$ cat config.mk
export PLATFORM = sky130hd
export DESIGN_NAME = imhi_key_cmp
export DESIGN_NICKNAME = d
export VERILOG_FILES = /design/src/hw/rtl/imhi_key_cmp.sv
export SDC_FILE = /design/constraint.sdc
export NUM_CORES = 1
export LEC_CHECK = 0
export BUFFER_PORTS_ARGS = -buffer_cell sky130_fd_sc_hd__buf_2
export CAP_MARGIN = 20
export CORE_ASPECT_RATIO = 1.4
export CORE_UTILIZATION = 35
export DETAILED_ROUTE_END_ITERATION = 6
export GPL_ROUTABILITY_DRIVEN = 1
export GPL_TIMING_DRIVEN = 0
export PLACE_DENSITY = 0.8
export SYNTH_ARGS = -nofsm -noshare
export SYNTH_HDL_FRONTEND = slang
export SYNTH_SLANG_ARGS = --single-unit
$ cat constraint.sdc
create_clock -name vclk -period 1.81
set_clock_uncertainty 0.15 [all_clocks]
set_input_delay 0.181 -clock vclk [all_inputs]
set_output_delay 0.181 -clock vclk [all_outputs]
set_load 0.005 [all_outputs]
$ cat src/hw/rtl/imhi_key_cmp.sv
// ----------------------------------------------------------------------------
// imhi_key_cmp: shared order compare
// Flips the sign bit in signed mode so one unsigned compare orders both
// signed and unsigned values; reports parent strictly below new value.
// ----------------------------------------------------------------------------
module imhi_key_cmp #(
  parameter int VW = 32
) (
  input  logic          signed_mode,
  input  logic [VW-1:0] parent_val,
  input  logic [VW-1:0] new_val,
  output logic          less
);

  logic [VW-1:0] flip;
  logic [VW-1:0] parent_key;
  logic [VW-1:0] new_key;

  // Sign flip mask
  assign flip       = {signed_mode, {(VW-1){1'b0}}};
  assign parent_key = parent_val ^ flip;
  assign new_key    = new_val ^ flip;
  assign less       = parent_key < new_key;

endmodule

Word level (Yosys, flattened, before mapping) --
Index checks and enable logic that the tools add are counted.
Cells by class: reductions and logical operators 0, divide/modulo/power cells 0, order comparisons 1, shift-type cells 0, add/subtract/negate cells 0, equality and inequality tests 0, multiplexer cells 0, bitwise logic cells 2, multipliers 0
Operator list (number):
- 32-bit bitwise XOR | 2
- 32-bit less-than comparator | 1
Word-level totals: memory bits (writable) 0, output and inout port bits 1, input bits 65, bits in registers 0, logic and storage cells 3, memories 0, memory bits (read-only) 0, latch bits 0

Longest topological paths before layout --
word-level depth 2, gate-level depth with buffers 7, gate-level depth less buffers 7

Worst setup path before layout --
No wires, ideal clock.
path type input to output, from input new_val[14], to output less, required time 1479 ps, arrival 1400 ps, stages on the path 6, buffers on the path 0, path slack 79 ps, path through inv_1 > ha_1 > nand4_1 > or4_1 > o211ai_2 > a21oi_1
Between the ends: word-level cells in the longest chain between the ends 2
Ends and longest elaborated chain:
- start: declaration | line 11 | input logic [VW-1:0] new_val,
- 32-bit bitwise XOR | line 22 | assign new_key = new_val ^ flip;
- 32-bit less-than comparator | line 23 | assign less = parent_key < new_key;
- end: declaration | line 12 | output logic less
No other way between the ends.

Worst setup path after layout --
from input new_val[11], to output less
The elaborated chain is that of the path after synthesis.

==> flow_summary.yaml <==
status:
  outcome: "complete, but fails checks"
  violations: "setup timing"
timing:
  period_minus_slack_ps: 1860
  maxSlewViolCount: 0
  period_share: 1.03
  rsz0062_at_grt: "true"
  max_freq_mhz: 537
  setup_violations: 1
  post-route-worst-setup-slack_ps: -52.9
  hold_ws_ps: 722
  tightestPinTransition_ps: 283
  max_slew_margin: 0.809
  hold_viol: 0
placed_design:
  port_buffers: 66
  post_dp_cell_area_um2: 1150
  globalplace.congestion: 0.738
  hpwl_mm: 1.69
  dp.cells: 200
finish:
  layout.nets: 281
  n_antenna_cell: 0
  final_common_cell: "buf_2"
  seqCellArea_um2: 0
  flops_and_latches: 0
  area_growth_pct: 69.1
  final_cells: 205
  post_route_cells_drive_above_1_share: 0.475
  n_clock_buffer: 0
  design_area_um2: 1340
  layout_common_cells: "buf_2, inv_1, ha_1, a21oi_1, nand2_1"
yosys:
  synthAdderAreaFrac: 0.488
  synthTopCellsByArea: "ha_1, inv_1, a21oi_1"
  yosys_warnings: 0
  muxShareOfSynthArea: 0
  synth_area_um2: 795
  yosysTopAreaCellShare: 0.488
  synth_top_family_by_area: "adder cells"
  synth-simple-area-share: 0.139
  postSynthAreaPerCell_um2: 7.09
  synth_compound_area_frac: 0.205
  seq_area_frac_synth: 0
  synth_cells: 112
  syn_nets: 208
  yosysTopAreaCell: "ha_1"
  yosysUniqueCellTypes: 19
  synthXorXnorAreaFrac: 0.0220
grt:
  grt_pass1_vias: 957
  grt_max_degree: 4
  grt_first_pass_wirelength_mm: 3.36
  grt-ovfl-total: 0
  antenna_found_initial: 0
  grt.total_usage: 0.162
floorplan:
  die_w_um: 42.3
  ios: 66
  die_area_um2: 2470
  start_util: 0.369
  core_area_um2: 2150
  die_h_um: 58.4
  std_cell_rows: 20
route:
  route.vias.total: 1012
  wl_mm: 2.10
  viasPerCell: 4.94
  antenna_left: 0
  drt-initial-drc-count: 7
  route.detailed.drc: 0
  first_pass_iters: 3
  routedWlPerCell_um: 10.2
critical_path:
  startpoint_type: "input pin"
  crit_chain: "buf_6 > inv_4 > ha_4 > nand4_1 > or4_4 > o211ai_2 > a21oi_1 > buf_2"
  cp_slowest_cell: "or4_4"
  path_depth: 8
  arrival_ps: 1530
  worstPathRequired_ps: 1480
  path_buf_inv: 3
  worstPathMaxFanout: 2
  cp-end-kind: "output pin"
  worstSetupPathType: "input pin to output pin"
  path_delay_family: "simple AND/OR/NAND/NOR gates"
  max_stage_delay_ps: 520
min_path:
  holdPathStages: 6
  min_path_type: "input pin to output pin"
pwr:
  p_per_area_nw_per_um2: 213
  ir_worst_vdd_mv: 0.125
  power_leakage_nw: 0.816
job:
  maxCapViolCount: 0
[synthesized netlist by cell type]
library cell / instances
or4_1: 1
o211ai_2: 1
a21o_1: 2
a2bb2oi_1: 1
nand4_1: 2
inv_1: 31
xor2_1: 1
and4_1: 3
nor2_1: 3
nand2_1: 10
a21oi_1: 12
nand3_1: 2
o2bb2ai_1: 1
o21a_1: 2
o21ai_0: 5
a221oi_1: 2
ha_1: 31
xnor2_1: 1
nor3_1: 1
[metal layers]
| metal | GRT usage | routed length (µm) | up-vias |
|---|---|---|---|
| met5 | 0 | 0 | - |
| met4 | 0 | 0 | 0 |
| met3 | 0.00307 | 117 | 0 |
| met2 | 0.380 | 1180 | 45 |
| met1 | 0.153 | 802 | 441 |
| li1 | - | - | 526 |
[layout make-up]
class | instances | area, µm²
fillers | 196 | 808
inverters | 31 | 121
multi-input cells | 81 | 774
well taps | 22 | 27.5
repair buffers | 71 | 420
[timing repair]
| item | 4_1_cts | 5_1_grt |
|---|---|---|
| pin swaps | 10 | 5 |
| hold endpoints to repair | 0 | 0 |
| hold buffers | 0 | 0 |
| resized for setup | 20 | 7 |
| endpoints found under the setup margin | 1 | 1 |
| setup buffers | 3 | 2 |
[cell families after synthesis]
logic type,count (synthesis)
AND/OR/NAND/NOR,22
adder cells (fa/ha/maj),31
XOR/XNOR,2
AO/OA/AOI/OAI,26
buffers and inverters,31
[metrics by stage]
stage / worst slack [ps] / setup TNS (ps) / util / total power (W)
finish: -52.9 / -52.9 / 0.624 / 0.000286
global placement: -208 / -208 / 0.535 / 0.000224
floorplan: 79.2 / 0 / - / 0.000128
CTS: -65.2 / -65.2 / 0.598 / 0.000266
detailed placement: -222 / -222 / 0.535 / 0.000230
global route: -101 / -101 / 0.624 / 0.000327
[power breakdown]
| group | internal, W | switching (W) |
|---|---|---|
| logic | 0.000164 | 0.000122 |
| clock network | 0 | 0 |
| registers | 0 | 0 |
| total | 0.000164 | 0.000122 |
[tightest hold or removal path: stages]
cell	delay, ps
buf_2	80
ha_1	140
a21oi_1	50
o211ai_2	50
a21oi_1	60
buf_2	120
[final timing paths]
kind | startpoint | end
max | new_val[11] | less
min | parent_val[15] | less
No activity file was read; power rests on OpenSTA's default activity.
